===== src/rtl/b64d_pkg.sv =====
`timescale 1ns / 1ps
// Package for the Base64 stream decoder: character codes, the work entry
// passed from the front end to the back end, and the alphabet lookup.
// No dependencies.
package b64d_pkg;

	localparam logic [7:0] CODE_PAD = 8'hFE;
	localparam logic [7:0] CODE_BAD = 8'hFF;

	localparam int QUEUE_DEPTH = 4;
	localparam int QUEUE_AW    = $clog2(QUEUE_DEPTH);

	// One accepted character that causes results becomes one entry.
	// The entry carries up to three bytes, in the order they are emitted.
	typedef struct packed {
		logic [2:0][7:0] bytes;
		logic [1:0]      last_idx;
		logic            done;
		logic            fail;
	} b64d_entry_t;

	// Map an ASCII character to its 6-bit code, a pad mark or an invalid mark.
	function automatic logic [7:0] map_symbol(input logic [7:0] c);
		logic [7:0] r;
		r = CODE_BAD;
		if (c >= 8'h41 && c <= 8'h5A) begin
			r = c - 8'h41;
		end else if (c >= 8'h61 && c <= 8'h7A) begin
			r = c - 8'h61 + 8'd26;
		end else if (c >= 8'h30 && c <= 8'h39) begin
			r = c - 8'h30 + 8'd52;
		end else if (c == 8'h2B) begin
			r = 8'd62;
		end else if (c == 8'h2F) begin
			r = 8'd63;
		end else if (c == 8'h3D) begin
			r = CODE_PAD;
		end
		return r;
	endfunction

endpackage


===== src/rtl/b64d_front.sv =====
`timescale 1ns / 1ps
// Front end of the Base64 stream decoder: classifies each character, tracks
// the quartet and the discard state, and writes one entry per result group.
// Depends on b64d_pkg.
module b64d_front import b64d_pkg::*; (
	input  logic        clk,
	input  logic        arst_n,
	input  logic        accept,
	input  logic [7:0]  symbol,
	input  logic        message_end,
	output logic        wr_valid,
	output b64d_entry_t wr_entry
);

	logic [2:0][7:0] held_q, held_d;
	logic [1:0]      pos_q, pos_d;
	logic            disc_q, disc_d;

	// Decode state registers.
	always_ff @(posedge clk or negedge arst_n) begin
		if (!arst_n) begin
			held_q <= '0;
			pos_q  <= '0;
			disc_q <= 1'b0;
		end else if (accept) begin
			held_q <= held_d;
			pos_q  <= pos_d;
			disc_q <= disc_d;
		end
	end

	// Classification of the current character and the entry it produces.
	always_comb begin
		logic [7:0] code;
		logic [7:0] c0, c1, c2;
		logic       fail;
		code     = map_symbol(symbol);
		c0       = held_q[0];
		c1       = held_q[1];
		c2       = held_q[2];
		fail     = 1'b0;
		held_d   = held_q;
		pos_d    = pos_q;
		disc_d   = disc_q;
		wr_valid = 1'b0;
		wr_entry = '0;
		if (disc_q) begin
			if (message_end) begin
				disc_d = 1'b0;
				pos_d  = '0;
			end
		end else if (code == CODE_BAD) begin
			fail = 1'b1;
		end else if (pos_q != 2'd3) begin
			if (message_end || (code == CODE_PAD && pos_q != 2'd2)) begin
				fail = 1'b1;
			end else begin
				held_d[pos_q] = code;
				pos_d         = pos_q + 2'd1;
			end
		end else if ((c2 == CODE_PAD && (code != CODE_PAD || !message_end)) ||
		             (c2 != CODE_PAD && code == CODE_PAD && !message_end)) begin
			fail = 1'b1;
		end else begin
			// The quartet completes: up to three bytes.
			pos_d             = '0;
			wr_valid          = 1'b1;
			wr_entry.done     = message_end;
			wr_entry.bytes[0] = {c0[5:0], c1[5:4]};
			wr_entry.bytes[1] = {c1[3:0], c2[5:2]};
			wr_entry.bytes[2] = {c2[1:0], code[5:0]};
			if (c2 == CODE_PAD) begin
				wr_entry.last_idx = 2'd0;
			end else if (code == CODE_PAD) begin
				wr_entry.last_idx = 2'd1;
			end else begin
				wr_entry.last_idx = 2'd2;
			end
		end
		// A malformed message gives one error beat.
		if (fail) begin
			pos_d         = '0;
			disc_d        = !message_end;
			wr_valid      = 1'b1;
			wr_entry      = '0;
			wr_entry.done = 1'b1;
			wr_entry.fail = 1'b1;
		end
		wr_valid = wr_valid && accept;
	end

endmodule


===== src/rtl/b64d_queue.sv =====
`timescale 1ns / 1ps
// Short queue of work entries between the front end and the back end.
// Depends on b64d_pkg.
module b64d_queue import b64d_pkg::*; (
	input  logic        clk,
	input  logic        arst_n,
	input  logic        wr_valid,
	input  b64d_entry_t wr_entry,
	input  logic        rd_take,
	output logic        rd_valid,
	output b64d_entry_t rd_entry,
	output logic        full
);

	b64d_entry_t             slots_q [QUEUE_DEPTH];
	logic [QUEUE_AW-1:0]     wr_ptr_q, rd_ptr_q;
	logic [QUEUE_AW:0]       count_q;
	logic                    do_rd;

	assign do_rd    = rd_take && rd_valid;
	assign rd_valid = (count_q != '0);
	assign full     = (count_q == (QUEUE_AW+1)'(QUEUE_DEPTH));
	assign rd_entry = slots_q[rd_ptr_q];

	// Entry storage.
	always_ff @(posedge clk) begin
		if (wr_valid) begin
			slots_q[wr_ptr_q] <= wr_entry;
		end
	end

	// Pointers and fill count.
	always_ff @(posedge clk or negedge arst_n) begin
		if (!arst_n) begin
			wr_ptr_q <= '0;
			rd_ptr_q <= '0;
			count_q  <= '0;
		end else begin
			if (wr_valid) begin
				wr_ptr_q <= wr_ptr_q + QUEUE_AW'(1);
			end
			if (do_rd) begin
				rd_ptr_q <= rd_ptr_q + QUEUE_AW'(1);
			end
			if (wr_valid && !do_rd) begin
				count_q <= count_q + (QUEUE_AW+1)'(1);
			end else if (!wr_valid && do_rd) begin
				count_q <= count_q - (QUEUE_AW+1)'(1);
			end
		end
	end

endmodule


===== src/rtl/b64d_back.sv =====
`timescale 1ns / 1ps
// Back end of the Base64 stream decoder: walks the head entry's bytes and presents
// one registered result beat per cycle while pop is high and an entry waits.
// Depends on b64d_pkg.
module b64d_back import b64d_pkg::*; (
	input  logic        clk,
	input  logic        arst_n,
	input  logic        head_valid,
	input  b64d_entry_t head_entry,
	output logic        head_take,
	input  logic        pop,
	output logic        empty,
	output logic [7:0]  data_byte,
	output logic        run_last,
	output logic        message_done,
	output logic        failed
);

	logic [1:0] idx_q;
	logic       out_valid_q;
	logic       load;
	logic       is_last;
	logic [7:0] sel_byte;

	assign empty   = !out_valid_q;
	assign load    = head_valid && (!out_valid_q || pop);
	assign is_last = (idx_q == head_entry.last_idx);
	assign head_take = load && is_last;

	// Pick the byte at the current index of the head entry.
	always_comb begin
		unique case (idx_q)
			2'd0:    sel_byte = head_entry.bytes[0];
			2'd1:    sel_byte = head_entry.bytes[1];
			2'd2:    sel_byte = head_entry.bytes[2];
			default: sel_byte = '0;
		endcase
	end

	// Output valid and byte index.
	always_ff @(posedge clk or negedge arst_n) begin
		if (!arst_n) begin
			out_valid_q <= 1'b0;
			idx_q       <= '0;
		end else begin
			if (load) begin
				out_valid_q <= 1'b1;
				idx_q       <= is_last ? 2'd0 : idx_q + 2'd1;
			end else if (pop) begin
				out_valid_q <= 1'b0;
			end
		end
	end

	// Output payload register.
	always_ff @(posedge clk) begin
		if (load) begin
			data_byte    <= sel_byte;
			run_last     <= is_last;
			message_done <= is_last && head_entry.done;
			failed       <= head_entry.fail;
		end
	end

endmodule


===== src/rtl/base64_stream_decoder.sv =====
`timescale 1ns / 1ps
// Base64 stream decoder (standard alphabet, '=' padding). It takes one
// character beat per cycle whenever full is low, and a result beat leaves
// each cycle that pop is high and empty is low; a complete quartet yields
// up to three byte beats. When a character is accepted, the front end
// classifies it and writes any result group it causes into a four-entry
// queue, and the back end then loads the first result into its single
// output register, waiting while that register holds a beat not popped.
// Full rises only when the queue holds four pending result groups. A
// malformed message yields one beat with failed set, and further
// characters are dropped up to the message end.
// Depends on b64d_pkg, b64d_front, b64d_queue and b64d_back.
module base64_stream_decoder import b64d_pkg::*; (
	input  logic       clk,
	input  logic       arst_n,
	input  logic       push,
	output logic       full,
	input  logic [7:0] symbol,
	input  logic       message_end,
	output logic       empty,
	input  logic       pop,
	output logic [7:0] data_byte,
	output logic       run_last,
	output logic       message_done,
	output logic       failed
);

	logic        accept;
	logic        wr_valid;
	b64d_entry_t wr_entry;
	logic        head_valid;
	logic        head_take;
	b64d_entry_t head_entry;

	assign accept = push && !full;

	// Character classification and quartet tracking.
	b64d_front u_front (
		.clk         (clk),
		.arst_n      (arst_n),
		.accept      (accept),
		.symbol      (symbol),
		.message_end (message_end),
		.wr_valid    (wr_valid),
		.wr_entry    (wr_entry)
	);

	// Decoupling queue.
	b64d_queue u_queue (
		.clk      (clk),
		.arst_n   (arst_n),
		.wr_valid (wr_valid),
		.wr_entry (wr_entry),
		.rd_take  (head_take),
		.rd_valid (head_valid),
		.rd_entry (head_entry),
		.full     (full)
	);

	// Result serialization.
	b64d_back u_back (
		.clk          (clk),
		.arst_n       (arst_n),
		.head_valid   (head_valid),
		.head_entry   (head_entry),
		.head_take    (head_take),
		.pop          (pop),
		.empty        (empty),
		.data_byte    (data_byte),
		.run_last     (run_last),
		.message_done (message_done),
		.failed       (failed)
	);

endmodule

===== config.mk =====
export PLATFORM = sky130hd
export DESIGN_NAME = base64_stream_decoder
export DESIGN_NICKNAME = d
export VERILOG_FILES = /design/src/rtl/b64d_pkg.sv /design/src/rtl/b64d_front.sv /design/src/rtl/b64d_queue.sv /design/src/rtl/b64d_back.sv /design/src/rtl/base64_stream_decoder.sv
export SDC_FILE = /design/constraint.sdc
export NUM_CORES = 1
export LEC_CHECK = 0
export BUFFER_PORTS_ARGS = -buffer_cell sky130_fd_sc_hd__buf_2
export CORE_MARGIN = 4
export CORE_UTILIZATION = 35
export CTS_CLUSTER_DIAMETER = 40
export DETAILED_ROUTE_END_ITERATION = 10
export PLACE_DENSITY = 0.58
export SETUP_SLACK_MARGIN = 0.05
export SYNTH_ARGS = -nofsm -noshare
export SYNTH_HDL_FRONTEND = slang
export SYNTH_SLANG_ARGS = --single-unit

===== constraint.sdc =====
create_clock -name clk -period 2.5 [get_ports clk]
set_clock_uncertainty 0.1 [all_clocks]
set_input_delay 0.375 -clock clk [delete_from_list [all_inputs] [get_ports clk]]
set_output_delay 0.375 -clock clk [all_outputs]
set_load 0.01 [all_outputs]

After elaboration in Yosys (flattened, before gate mapping)
Memory sizes are Yosys's and may differ from the RTL's.
Index checks and enable logic that the tools add are counted.
{"block": "classes", "addsub": 11, "multipliers": 0, "n_div": 0, "magnitude_cmp": 8, "eq_ne": 18, "n_shift": 0, "n_mux": 44, "bitwise": 3, "n_reduce_logical": 31}
{"op": "27-bit two-way mux", "n": 4}
{"op": "8-bit two-way mux", "n": 6}
{"op": "28-bit two-way mux", "n": 1}
{"op": "24-bit bitwise mux", "n": 1}
{"op": "8-bit by 6-bit equality test with 1-bit output, second input constant", "n": 3}
{"op": "8-bit equality test, second input constant", "n": 3}
{"op": "8-bit one-hot mux with 3 select lines", "n": 1}
{"op": "2-bit two-way mux", "n": 10}
{"op": "1-bit two-way mux", "n": 18}
{"op": "8-bit demux with 2-bit select", "n": 1}
{"op": "8-bit by 7-bit >= comparator with 1-bit output, second input constant", "n": 2}
{"op": "8-bit by 7-bit <= comparator with 1-bit output, second input constant", "n": 2}
{"op": "1-bit logical AND", "n": 16}
{"op": "8-bit inequality test, second input constant", "n": 2}
{"op": "8-bit by 7-bit subtractor with 8-bit output, second input constant", "n": 2}
{"op": "5-bit AND reduction", "n": 2}
{"op": "2-bit by 1-bit adder with 2-bit output, second input constant", "n": 4}
{"op": "8-bit by 5-bit adder with 8-bit output, second input constant", "n": 1}
{"op": "8-bit by 6-bit adder with 8-bit output, second input constant", "n": 1}
{"op": "8-bit by 6-bit >= comparator with 1-bit output, second input constant", "n": 1}
{"op": "8-bit by 6-bit <= comparator with 1-bit output, second input constant", "n": 1}
{"op": "8-bit by 6-bit subtractor with 8-bit output, second input constant", "n": 1}
{"op": "3-bit two-way mux", "n": 2}
{"op": "1-bit zero test", "n": 5}
{"op": "18 further kinds", "n": 25}
{"block": "word_totals", "ff_bits": 48, "latchBits": 0, "ram_bits": 112, "romBits": 0, "in_bits": 13, "out_inout_bits": 13, "wordCells": 130, "mem_count": 1}
{"name": "u_queue.slots_q", "depth": 4, "word_bits": 28, "rd": 1, "rd_clocked_by_memory_dff": 0, "write_ports": 1, "line_no": "b64d_queue.sv:15", "source": "b64d_entry_t slots_q [QUEUE_DEPTH];"}

Depth between registers and ports, before layout
Gate-level depths: netlist (run 1).
{"block": "logic_depth", "word_depth": 21, "mapped_depth": 15, "ltp_nobuf": 14}

By module
Synthesis (run 1) repeated with hierarchy kept, for this count alone.
{"block": "hier_totals", "hier_cells": 442, "area_unflattened_um2": 7056.8}
{"mod": "b64d_queue", "instances": 1, "cells_each": 180, "area_per_inst_um2": 4443.0}
{"mod": "b64d_front", "instances": 1, "cells_each": 209, "area_per_inst_um2": 1914.3}
{"mod": "b64d_back", "instances": 1, "cells_each": 52, "area_per_inst_um2": 685.7}
{"mod": "base64_stream_decoder", "instances": 1, "cells_each": 1, "area_per_inst_um2": 13.8}

Least setup slack after synthesis (run 1)
No wires, ideal clock.
{"block": "synth_timing", "kind": "input port to flip-flop", "startpoint": "input symbol[2]", "endpoint": "memory u_queue.slots_q[0][0] (netlist bit), enable pin", "setup_time_ps": 387, "arrival_time_ps": 3208, "slack_ps": -1195, "path_stages": 10, "path_buffers": 1, "path_cell_list": "buf_2 -> inv_1 -> ha_1 -> nor3b_1 -> o21ai_0 -> a32oi_1 -> nand2_2 -> o31a_4 -> nor2_1 -> and2_1"}
{"block": "synth_via", "elab_chain_len": 19, "word_cells_on_any_way": 46}
{"item": "start, declared", "line_no": "base64_stream_decoder.sv:18", "source": "input logic [7:0] symbol,"}
{"item": "branches (longest 6 deep; another with 8-bit by 6-bit subtractor with 8-bit output)"}
{"item": "8-bit two-way mux (*)", "line_no": "b64d_pkg.sv:26", "source": "if (c >= 8'h41 && c <= 8'h5A) begin"}
{"item": "8-bit inequality test or 8-bit equality test (tied branches)", "line_no": "b64d_front.sv:61, b64d_front.sv:55, b64d_front.sv:62"}
{"item": "1-bit logical OR or 1-bit logical AND (tied branches)", "line_no": "b64d_front.sv:61, b64d_front.sv:62"}
{"item": "1-bit logical AND (on tied branches)", "line_no": "b64d_front.sv:61, b64d_front.sv:62"}
{"item": "1-bit logical OR", "line_no": "b64d_front.sv:61", "source": "end else if ((c2 == CODE_PAD && (code != CODE_PAD || !message_end)) ||"}
{"item": "1-bit two-way mux", "line_no": "b64d_front.sv:61"}
{"item": "1-bit two-way mux", "line_no": "b64d_front.sv:54", "source": "end else if (pos_q != 2'd3) begin"}
{"item": "1-bit two-way mux", "line_no": "b64d_front.sv:52", "source": "end else if (code == CODE_BAD) begin"}
{"item": "1-bit two-way mux", "line_no": "b64d_front.sv:47", "source": "if (disc_q) begin"}
{"item": "1-bit two-way mux (*)", "line_no": "b64d_front.sv:81", "source": "if (fail) begin"}
{"item": "1-bit logical AND (*)", "line_no": "b64d_front.sv:89", "source": "wr_valid = wr_valid && accept;"}
{"item": "net u_front.wr_valid", "line_no": "b64d_front.sv:11", "source": "output logic wr_valid,"}
{"item": "1-bit two-way mux (*)", "line_no": "b64d_queue.sv:27", "source": "if (wr_valid) begin"}
{"item": "1-bit two-way mux (not written as such) (*)", "line_no": "b64d_queue.sv:28", "source": "slots_q[wr_ptr_q] <= wr_entry;"}
{"item": "end, declared", "line_no": "b64d_queue.sv:15"}
Mark *: on every way through the listed nets, which the timed path passes.

Final worst setup path (run 1)
{"block": "layout_timing", "startpoint": "input symbol[7]", "endpoint": "register u_queue.count_q[2]"}
{"block": "layout_via", "elab_chain_len": 20, "word_cells_on_any_way": 49}
{"item": "branches (longest 6 deep; another with 8-bit by 6-bit subtractor with 8-bit output)"}
{"item": "8-bit two-way mux (*)", "line_no": "b64d_pkg.sv:26"}
{"item": "8-bit inequality test or 8-bit equality test (tied branches)", "line_no": "b64d_front.sv:61, b64d_front.sv:55, b64d_front.sv:62"}
{"item": "1-bit logical OR or 1-bit logical AND (tied branches)", "line_no": "b64d_front.sv:61, b64d_front.sv:62"}
{"item": "1-bit logical AND (on tied branches)", "line_no": "b64d_front.sv:61, b64d_front.sv:62"}
{"item": "1-bit logical OR", "line_no": "b64d_front.sv:61"}
{"item": "1-bit two-way mux", "line_no": "b64d_front.sv:61"}
{"item": "1-bit two-way mux", "line_no": "b64d_front.sv:54"}
{"item": "1-bit two-way mux", "line_no": "b64d_front.sv:52"}
{"item": "1-bit two-way mux", "line_no": "b64d_front.sv:47"}
{"item": "1-bit two-way mux (*)", "line_no": "b64d_front.sv:81"}
{"item": "1-bit logical AND (*)", "line_no": "b64d_front.sv:89"}
{"item": "net u_front.wr_valid", "line_no": "b64d_front.sv:11"}
{"item": "1-bit zero test", "line_no": "b64d_queue.sv:47", "source": "end else if (!wr_valid && do_rd) begin"}
{"item": "1-bit logical AND", "line_no": "b64d_queue.sv:47"}
{"item": "2-bit nonzero test (no line)"}
{"item": "end signal, assigned", "line_no": "b64d_queue.sv:46", "source": "count_q <= count_q + (QUEUE_AW+1)'(1);"}
{"item": "end signal, assigned", "line_no": "b64d_queue.sv:48", "source": "count_q <= count_q - (QUEUE_AW+1)'(1);"}
{"item": "end, declared", "line_no": "b64d_queue.sv:17", "source": "logic [QUEUE_AW:0] count_q;"}
Marks and branches as above.
A chain may end at the register's enable or synchronous reset.

==> metrics.md, run 1 <==
| Metric | Value |
|---|---|
| DP HPWL | 9917 µm |
| WS Path Type | input port to register |
| Setup Total Neg Slack | -22.10 ns |
| Most common cell after layout, fill and taps aside | edfxtp_1 |
| Ys Warns | 0 |
| Vias | 4343 |
| Cell Pwr Density | 967.7 nW/µm² |
| I/O Pins | 26 |
| Post-synth EDFFs | 123 |
| Worst path required time | 2.74 ns |
| Layout overhead on the synthesized area | 38.70% |
| Overall die width | 149.9 µm |
| Relative slew slack | 43.86% |
| Setup crit start kind | input port |
| Final-layout fill cell count | 1662 |
| Multi-input logic area | 2818 µm² |
| Pwr Total | roughly 9500 µW |
| Yosys top cell area share | 52.41% |
| Grt total ovfl | 0 |
| Gp weighted congestion | 0.8290 |
| Ratio of cells with drive above 1 in the final layout | 45.81% |
| Highest Clock Rate | 361.0 MHz |
| Mapped cell area | between 7000 and 8000 µm² |
| Die H | about 150 µm |
| Failing checks | negative setup slack |
| P_leak | 0.003643 µW |
| Top FF cell, synth | edfxtp_1 |
| Post-synth top area cell | edfxtp_1 |
| Total die area | about 22000 µm² |
| Max_cap viols | 0 |
| Worst Path Max Fanout | 2 |
| Slew @ Worst Pin | between 0.8 and 0.9 ns |
| Fin crit period | approximately 2.8 ns |
| Final hold vios | 0 |
| RSZ-0062 raised after global routing | true |
| Starting Density | 35.86% |
| H-tree levels | 4 |
| Worst hold path class | input port to register |
| CP endpoint kind | register |
| Core Util, Final | 49.74% |
| Cts bufs inserted | 17 |
| Vias in the first global route | ~4500 |
| Vias per cell | a little over 5 |
| N_diodes | 0 |
| Drt pass-1 iters | 4 |
| Outcome | finished with violations |
| Synth area leaders | edfxtp_1 (52%), dfrtp_1 (12%), mux4_2 (8.9%), ha_1 (3.7%), mux2_2 (2.1%) |
| # DRC | 0 |
| CTS root buffer | clkbuf_16 |
| Syn avg cell area | 15.49 µm² |
| Initial antenna violation count | 0 |
| Final ANT Viol Nets | 0 |
| Fin. max-slew vios | 0 |
| Drt total wl | 16540 µm |
| First-pass GRT wire length | 26230 µm |
| Post-synthesis sequential area ratio | 64.12% |
| Fin cells | 861 |
| Largest net degree at the start of global routing | 34 |
| Cell Rows | 51 |
| Ys async rst share | about a fifth |
| Number of synthesized register bits | 156 |
| CTS tree | done |
| DRT iter0 DRCs | 317 |
| Register area | 4521 µm² |
| CTS Buffer Depth | 2 |
| NumNets Final | just over 600 |
| Post-Syn Nets | 490 |
| Endpoints failing setup | 232 |
| Dpl cells | 796 |
| Most frequent cells in the layout | edfxtp_1 (123), buf_4 (60), dfrtp_1 (32), mux4_2 (28) |
| Routed WL per cell | 19.21 µm |
| Area of the core | a little under 20000 µm² |
| Synth unique cells | 63 |
| Peak VDD IR | 0.4662 mV |
| Final period utilization | 110.8% |
| WP data arrival | 3.01 ns |
| Port Buffers | 25 |
| Clk pin slew, worst setup/hold paths | 0.06 ns |
| Clk_lat worst skew | 0.42 ns |
| GRT Overall Usage | 15.65% |
| Mapped Cells | roughly 460 |
| Sink Count | 156 |
| Setup ws final | -0.2703 ns |
where the power goes:
group          internal [µW]  switching (µW)  total (µW)
Clock                   1720             959        2680
Sequential              3400             281        3680
Combinational           1630            1460        3090
Total                   6760            2700        9460
repair_timing:
| action | in CTS | in global routing |
|---|---|---|
| gates resized for setup | 57 | 13 |
| pin swaps | 19 | 7 |
| hold endpoints to repair | 33 | 0 |
| setup buffers | 12 | 11 |
| cloned | 13 | 0 |
| setup endpoints to repair | 240 | 244 |
| hold buffers | 1 | 0 |
path summary, 6_finish.rpt:
| path | cells after the start | start | slack (ns) | to |
|---|---|---|---|---|
| max in group asynchronous | 2 | arst_n | 1.22 | u_queue.rd_ptr_q[0] |
| min | 2 | pop | 0.05 | u_back.out_valid_q |
| max | 13 | symbol[7] | -0.27 | u_queue.count_q[2] |
| max reg2reg | 11 | u_queue.rd_ptr_q[0] | -0.11 | u_queue.count_q[2] |
| min in group asynchronous | 2 | arst_n | 0.50 | u_back.out_valid_q |
| min reg2reg | 1 | u_front.held_q[22] | 0.40 | u_front.held_q[22] |
synth_stat cells (all sizes together), types with 3 or more instances:
cell type and instances:
a21oi 21, a22oi 9, and2 11, and3 3, buf 10, clkbuf 9, dfrtp 33, edfxtp 123
ha 21, inv 20, mux2 18, mux2i 5, mux4 28, nand2 22, nand3 8, nand3b 3
nor2 21, nor2b 21, nor3 5, nor3b 3, o21ai 13, xnor2 7, xor2 4
stage by stage:
step	hold slack, ns	instance area [µm²]	worst slack [ns]
floorplan	-0.02059	7415	-0.6821
global route	0.04670	9776	-0.3961
detailed placement	0.3960	8364	-0.8840
CTS	0.03384	9619	-0.2911
finish	0.04727	9776	-0.2703
global placement	0.3726	8364	-0.7266
registers in the layout, indices dropped and copies added (netlist names):
signal               flops
u_queue.slots_q        112
u_front.held_q          20
u_back.data_byte         8
u_queue.count_q          3
u_back.idx_q             2
u_front.pos_q            2
u_queue.rd_ptr_q         2
u_queue.wr_ptr_q         2
u_back.failed            1
u_back.message_done      1
u_back.out_valid_q       1
u_back.run_last          1
u_front.disc_q           1
cell type report:
cell class | count | area share, %
Clock buffer | 25 | 4.864
Tap cell | 265 | 3.392
Inverter | 20 | 0.8575
Sequential cell | 156 | 46.24
Timing Repair Buffer | 128 | 14.37
Clock inverter | 7 | 1.446
Multi-Input combinational cell | 260 | 28.82
layer usage:
layer / global-route usage (%) / vias up / routed length (µm)
met2: 26.18 / 93 / 8372
li1: - / 2001 / -
met1: 20.90 / 2232 / 7382
met5: 0 / - / 0
met4: 4.620 / 0 / 232
met3: 2.847 / 17 / 555
kinds of logic (layout without fill, tap and decap cells):
kind of cell             after synthesis  after routing  share of synthesized area [%]
AO/OA/AOI/OAI                         66             66                          6.302
buffers and inverters                 39            180                          2.290
adder cells (fa/ha/maj)               22             22                          4.012
flip-flops                           156            156                          64.12
XOR/XNOR                              11             11                          1.367
multiplexers                          51             51                          12.80
AND/OR/NAND/NOR                      110            110                          9.107
worst max-delay path: stages:
cell and delay (ns):
buf_6 0.09, or3b_4 0.39, or4_4 0.54, nor2_4 0.11, nor3b_2 0.06, o31a_4 0.36, nor2_4 0.11, ha_4 0.14
inv_2 0.04, fa_2 0.34, xor2_1 0.14, nor2_1 0.12, xor2_1 0.18
(Power assumes the default switching activity.)
==> inputs of run 2 (changes only) <==
--- a/config.mk
+++ b/config.mk
@@ -10,7 +10,7 @@
 export CORE_UTILIZATION = 35
 export CTS_CLUSTER_DIAMETER = 40
 export DETAILED_ROUTE_END_ITERATION = 10
-export PLACE_DENSITY = 0.58
+export PLACE_DENSITY = 0.56
 export SETUP_SLACK_MARGIN = 0.05
 export SYNTH_ARGS = -nofsm -noshare
 export SYNTH_HDL_FRONTEND = slang
==> constraint.sdc (replaced) <==
create_clock -name clk -period 2.8 [get_ports clk]
set_clock_uncertainty 0.1 [all_clocks]
set_input_delay 0.42 -clock clk [delete_from_list [all_inputs] [get_ports clk]]
set_output_delay 0.42 -clock clk [all_outputs]
set_load 0.01 [all_outputs]
==> metrics.md, run 2 (synthesis results as in run 1) <==
| Metric | Value |
|---|---|
| First-pass GRT wire length | ~24000 µm |
| CTS root buffer | clkbuf_16 |
| WS Path Type | input port to register |
| # DRC | 0 |
| RSZ-0062 raised after global routing | true |
| Slowest stage delay, CP | between 0.4 and 0.5 ns |
| Met1 wire length | 6819 µm |
| Vias | 4149 |
| Drt total wl | 15300 µm |
| Worst path required time | about 3.0 ns |
| Final ANT Viol Nets | 0 |
| Relative slew slack | approximately 45% |
| Vias in the first global route | 4317 |
| Clk pin slew, worst setup/hold paths | 0.06 ns |
| Failing checks | negative setup slack |
| Routed WL per cell | roughly 18 µm |
| Setup ws final | -0.03230 ns |
| Setup crit start kind | input port |
| Die H | around 150 µm |
| Sink Count | 156 |
| Multi-input logic area | 2586 µm² |
| Highest Clock Rate | 353.1 MHz |
| Drt pass-1 iters | 5 |
| Max_cap viols | 0 |
| DRT iter0 DRCs | 305 |
| Register with the most flip-flops | u_queue.slots_q |
| Setup Total Neg Slack | -0.03230 ns |
| Vias per cell | 4.999 |
| Starting Density | 35.86% |
| Critical path, cell by cell | buf_6 -> inv_6 -> ha_4 -> a21oi_2 -> or3_4 -> buf_6 -> a32oi_4 -> nand2_4 -> o31a_4 -> nor2_4 -> ha_4 -> inv_2 -> fa_2 -> xor2_1 -> nor2_1 -> xor2_1 |
| NumNets Final | about 600 |
| Port Buffers | 25 |
| DP Worst Slack | -0.5396 ns |
| DR WL met2 | 7619 µm |
| WP data arrival | 3.07 ns |
| Overall die width | ~150 µm |
| Largest net degree at the start of global routing | 34 |
| Layout overhead on the synthesized area | 26.90% |
| Reg2reg path depth | 9 |
| Endpoints failing setup | 1 |
| Clk_lat worst skew | 0.41 ns |
| DP HPWL | 9867 µm |
| Gp weighted congestion | 0.8776 |
| Total die area | 22470 µm² |
| Final hold vios | 0 |
| Max reg flops | 112 |
| Area of the core | approximately 20000 µm² |
| Most frequent cells in the layout | edfxtp_1 (123), buf_4 (62), dfrtp_1 (32), mux4_2 (28), buf_2 (22) |
| Most common cell after layout, fill and taps aside | edfxtp_1 |
| I/O Pins | 26 |
| P_leak | 0.003276 µW |
| WL met3 | 586 µm |
| Register area | 4521 µm² |
| Cell Pwr Density | 892.1 nW/µm² |
| Final period utilization | 101.2% |
| GRT Overall Usage | 14.31% |
| Worst Path Max Fanout | 4 |
| Ratio of cells with drive above 1 in the final layout | 39.12% |
| Cell Rows | 51 |
| Slew @ Worst Pin | between 0.8 and 0.9 ns |
| Initial antenna violation count | 0 |
| Final-layout fill cell count | 1795 |
| Peak VDD IR | between 0.3 and 0.4 mV |
| Grt total ovfl | 0 |
| CP endpoint kind | register |
| Cts bufs inserted | 17 |
| CTS Buffer Depth | 2 |
| Largest regs | u_queue.slots_q: 112 flops, u_front.held_q: 20 flops, u_back.data_byte: 8 flops |
| H-tree levels | 4 |
| Fin. max-slew vios | 0 |
| Core Util, Final | 45.51% |
| N_diodes | 0 |
| Worst hold path class | input port to asynchronous set/reset pin |
| Critical-path top delay cell | or3_4 |
| Max Used Layer | met4 |
| CTS tree | done |
| Outcome | finished with violations |
| Dpl cells | ~790 |
| Fin crit period | between 2 and 3 ns |
| Fin cells | 830 |
## run 2: cell count changes in the layout (fill, tap and decap cells not counted), sizes merged
cell / before / now
buf: 127 / 95
dlygate4sd3: 1 / 0
clkinv: 2 / 4
## run 2: worst max-delay path, delay by kind of cell
| family | cells | cell delay (ns) |
|---|---|---|
| AO/OA/AOI/OAI | 3 | 0.66 |
| XOR/XNOR | 2 | 0.31 |
| adder cells (fa/ha/maj) | 3 | 0.62 |
| buffers and inverters | 4 | 0.32 |
| AND/OR/NAND/NOR | 4 | 0.73 |
## run 2: path summary, 6_finish.rpt
kind,from,to,slack [ns]
min,arst_n,u_back.out_valid_q,0.004
max in group asynchronous,arst_n,u_queue.rd_ptr_q[0],2.03
min in group clk,pop,u_back.out_valid_q,0.10
max reg2reg,u_queue.rd_ptr_q[0],u_queue.count_q[1],0.15
min reg2reg,u_queue.count_q[2],u_queue.count_q[2],0.40
max,symbol[2],u_queue.count_q[2],-0.03
## run 2: power by group
part	internal, µW	leakage (µW)	switching (µW)
combinational	1180	0.00148	1190
clock	1510	0.000293	838
sequential	3040	0.00150	232
## run 2: area by class of cell
cell class | instances | area share (%)
Clock buffer | 23 | 5.120
Timing Repair Buffer | 97 | 9.135
Multi-Input combinational cell | 260 | 28.92
Tap cell | 265 | 3.707
Clock inverter | 9 | 1.637
Sequential cell | 156 | 50.55
Inverter | 20 | 0.9373
## run 2: per-layer routing
layer	up-vias	track usage, %
met1	2108	19.18
li1	1935	-
met5	-	0
met3	20	2.756
met2	86	23.09
met4	0	5.535
## run 2: repair_timing
action / in CTS / in global routing
hold buffers: 0 / 0
endpoints found under the setup margin: 19 / 173
endpoints found under the hold margin: 0 / 0
pin swaps: 15 / 7
setup buffers: 6 / 4
cloned: 1 / 3
gates resized for setup: 24 / 11
## run 2: per-stage QoR
step | area [µm²] | power, µW | hold slack [ns]
6_report | 8944 | 7979 | 0.004339
5_1_grt | 8944 | 8419 | 0.05262
4_1_cts | 8836 | 8004 | 0.02110
3_5_place_dp | 8083 | 5592 | 0.3698
3_3_place_gp | 8083 | 5538 | 0.3703
2_1_floorplan | 7206 | 4823 | 0.02441
==> inputs of run 3 (changes only) <==
--- a/config.mk
+++ b/config.mk
@@ -5,12 +5,13 @@
 export SDC_FILE = /design/constraint.sdc
 export NUM_CORES = 1
 export LEC_CHECK = 0
-export BUFFER_PORTS_ARGS = -buffer_cell sky130_fd_sc_hd__buf_2
+export ABC_AREA = 1
 export CORE_MARGIN = 4
 export CORE_UTILIZATION = 35
 export CTS_CLUSTER_DIAMETER = 40
 export DETAILED_ROUTE_END_ITERATION = 10
-export PLACE_DENSITY = 0.56
+export DONT_BUFFER_PORTS = 1
+export PLACE_DENSITY = 0.55
 export SETUP_SLACK_MARGIN = 0.05
 export SYNTH_ARGS = -nofsm -noshare
 export SYNTH_HDL_FRONTEND = slang
==> metrics.md, run 3 <==
| Metric | Value |
|---|---|
| Fin cells | a little over 1000 |
| Clk_lat worst skew | between 0.4 and 0.5 ns |
| Fin crit period | 2.818 ns |
| H-tree levels | 4 |
| Yosys top cell area share | 50.98% |
| Ys Warns | 0 |
| Post-synth EDFFs | 123 |
| Commonest cells in the netlist | edfxtp_1 (123), nor2_1 (105), nand2_1 (93), inv_1 (67), o21ai_0 (65) |
| WS Path Type | input port to register |
| Failing checks | negative setup slack |
| I/O Pins | 26 |
| Mapped Cells | 689 |
| Slowest stage delay, CP | 0.36 ns |
| Port Buffers | 0 |
| Initial antenna violation count | 0 |
| Top FF cell, synth | edfxtp_1 |
| Layout overhead on the synthesized area | 23.28% |
| Register with the most flip-flops | u_queue.slots_q |
| WP data arrival | 3.02 ns |
| Slew @ Worst Pin | 0.6034 ns |
| Gp weighted congestion | 0.8283 |
| Dpl cells | 981 |
| DP HPWL | ~11000 µm |
| N_diodes | 0 |
| Outcome | finished with violations |
| Post-place instance area | 8023 µm² |
| Worst Path Max Fanout | 6 |
| Max_cap viols | 0 |
| Sink Count | 156 |
| Largest regs | u_queue.slots_q: 112 flops, u_front.held_q: 20 flops, u_back.data_byte: 8 flops |
| Routed WL per cell | between 15 and 20 µm |
| Most frequent cells in the layout | edfxtp_1 (123), nor2_1 (99), nand2_1 (83), o21ai_0 (64), inv_1 (59) |
| Worst hold path class | input port to register |
| CP endpoint kind | register |
| Post-synthesis sequential area ratio | between 60% and 70% |
| Drt pass-1 iters | 4 |
| Critical path, cell by cell | clkinvlp_4 -> ha_4 -> nand2_2 -> nand3b_1 -> nand3_4 -> nand2_8 -> nand2_4 -> nand2_4 -> nand2_4 -> nor2_4 -> nand3_2 -> nand2_2 -> nand3_4 -> a31oi_4 -> nand2_4 -> inv_2 -> ha_4 -> inv_2 -> fa_2 -> a21oi_2 -> o21ai_1 -> xor2_1 |
| # DRC | 0 |
| Setup ws final | -0.01814 ns |
| Cell Pwr Density | roughly 940 nW/µm² |
| Endpoints failing setup | 1 |
| P_leak | 0.003579 µW |
| Synth unique cells | 37 |
| CP most frequent cell | nand2_4 |
| Syn avg cell area | around 11 µm² |
| Total die area | 23070 µm² |
| Clk pin slew, worst setup/hold paths | 0.06 ns |
| Grt total ovfl | 0 |
| Final hold vios | 0 |
| Area of the core | between 20000 and 25000 µm² |
| Ratio of cells with drive above 1 in the final layout | 21.24% |
| DRT iter0 DRCs | 358 |
| Setup crit start kind | input port |
| Critical-path top delay cell | fa_2 |
| RSZ-0062 raised after global routing | true |
| CTS Buffer Depth | 2 |
| Vias per cell | just under 5 |
| Max reg flops | 112 |
| Vias in the first global route | 5101 |
| Ys async rst share | 21.15% |
| Most common cell after layout, fill and taps aside | edfxtp_1 |
| CTS tree | done |
| Post-synth top area cell | edfxtp_1 |
| Cts bufs inserted | 17 |
| Final period utilization | 100.6% |
| Synth area leaders | edfxtp_1 (51%), dfrtp_1 (11%), nor2_1 (5.4%), nand2_1 (4.8%), o21ai_0 (4.5%) |
| Highest Clock Rate | 354.8 MHz |
| Overall die width | roughly 150 µm |
| Relative slew slack | 59.35% |
| GRT Overall Usage | between 10% and 20% |
| Number of synthesized register bits | about 160 |
| Post-Syn Nets | 724 |
| First-pass GRT wire length | 27330 µm |
| CTS root buffer | clkbuf_16 |
| NumNets Final | 780 |
| Starting Density | 35.69% |
| Cell Rows | 52 |
| Peak VDD IR | 0.4467 mV |
| Post-route cell area | 8932 µm² |
| DP Worst Slack | -0.4762 ns |
| Most common cell in the netlist | edfxtp_1 |
| Drt total wl | 16900 µm |
| Largest net degree at the start of global routing | 53 |
| Mapped cell area | approximately 7200 µm² |
| Final ANT Viol Nets | 0 |
| Die H | 151.9 µm |
| Fin. max-slew vios | 0 |
| Worst path required time | 3.00 ns |
| Vias | 5062 |
## run 3: cell types whose count changed after synthesis, moves of 11 or more
cell	before	now
a21oi_1	21	10
inv_1	19	67
mux2_2	13	0
mux4_2	28	0
nand2_1	21	93
nand3_1	6	33
nor2_1	19	105
nor2b_1	21	0
o21ai_0	13	65
o21ai_1	0	17
o22ai_1	2	27
## run 3: final cells by class
class | count | area (µm²)
Multi-Input combinational cell | 434 | 2592
Inverter | 71 | 277.8
Clock inverter | 8 | 165.2
Tap cell | 270 | 337.8
Timing Repair Buffer | 65 | 568.0
Sequential cell | 156 | 4519
Clock buffer | 24 | 471.7
Fill cell | 1901 | 11370
## run 3: where the power goes
part           switching [µW]  total (µW)  internal, µW
Clock                     835        2460          1620
Combinational            1730        2660           925
Sequential                269        3320          3050
## run 3: repair_timing
| action | in CTS | in global routing |
|---|---|---|
| setup endpoints to repair | 1 | 114 |
| hold endpoints to repair | 34 | 0 |
| gates resized for setup | 11 | 22 |
| cloned | 0 | 0 |
| hold buffers | 3 | 0 |
| buffers inserted | 7 | 5 |
| pin swaps | 19 | 24 |
## run 3: final timing paths
path,from,end,slack [ns],cells past startpoint
worst min register to register,u_front.held_q[17],u_front.held_q[17],0.39,2
worst min-delay path,message_end,u_front.disc_q,0.15,4
min in group asynchronous,arst_n,u_queue.count_q[2],0.35,2
max in group asynchronous,arst_n,u_front.held_q[4],2.05,2
worst max register to register,u_queue.rd_ptr_q[0],u_queue.count_q[1],0.24,12
worst max-delay path,symbol[1],u_queue.count_q[2],-0.02,22
## run 3: metrics by stage
step / power, µW / util, % / TNS (ns) / hold WS (ns)
6_report: 8436 / 44.00 / -0.01814 / 0.1502
5_1_grt: 8963 / 44.00 / -0.2342 / 0.1732
4_1_cts: 8481 / 43.34 / 0 / 0.1269
3_5_place_dp: 5969 / 39.52 / -31.47 / 0.02518
3_3_place_gp: 5875 / 39.52 / -19.29 / 0.02541
2_1_floorplan: 5113 / - / -30.95 / 0.02441
## run 3: critical path, delay by kind of cell
family | cells | cell delay (ns)
XOR/XNOR | 1 | 0.14
AO/OA/AOI/OAI | 3 | 0.39
AND/OR/NAND/NOR | 12 | 1.15
adder cells (fa/ha/maj) | 3 | 0.69
buffers and inverters | 3 | 0.23
## run 3: per-layer routing
layer  vias up  part of all wire [%]  GRT usage, %
met5         -                     0             0
met4         0                   1.8         5.736
met3        25                   3.5         2.673
met2        88                    48         24.15
met1      2483                    46         19.80
li1       2466                     -             -
## run 3: cell families (layout without fill, tap and decap cells)
group	after synthesis	after routing	synth area share [%]
fa+ha+maj	22	22	3.903
simple gates	275	275	17.37
compound gates	125	125	9.446
xor+xnor	12	12	1.451
flops	156	156	62.37
buf+inv	99	168	5.457
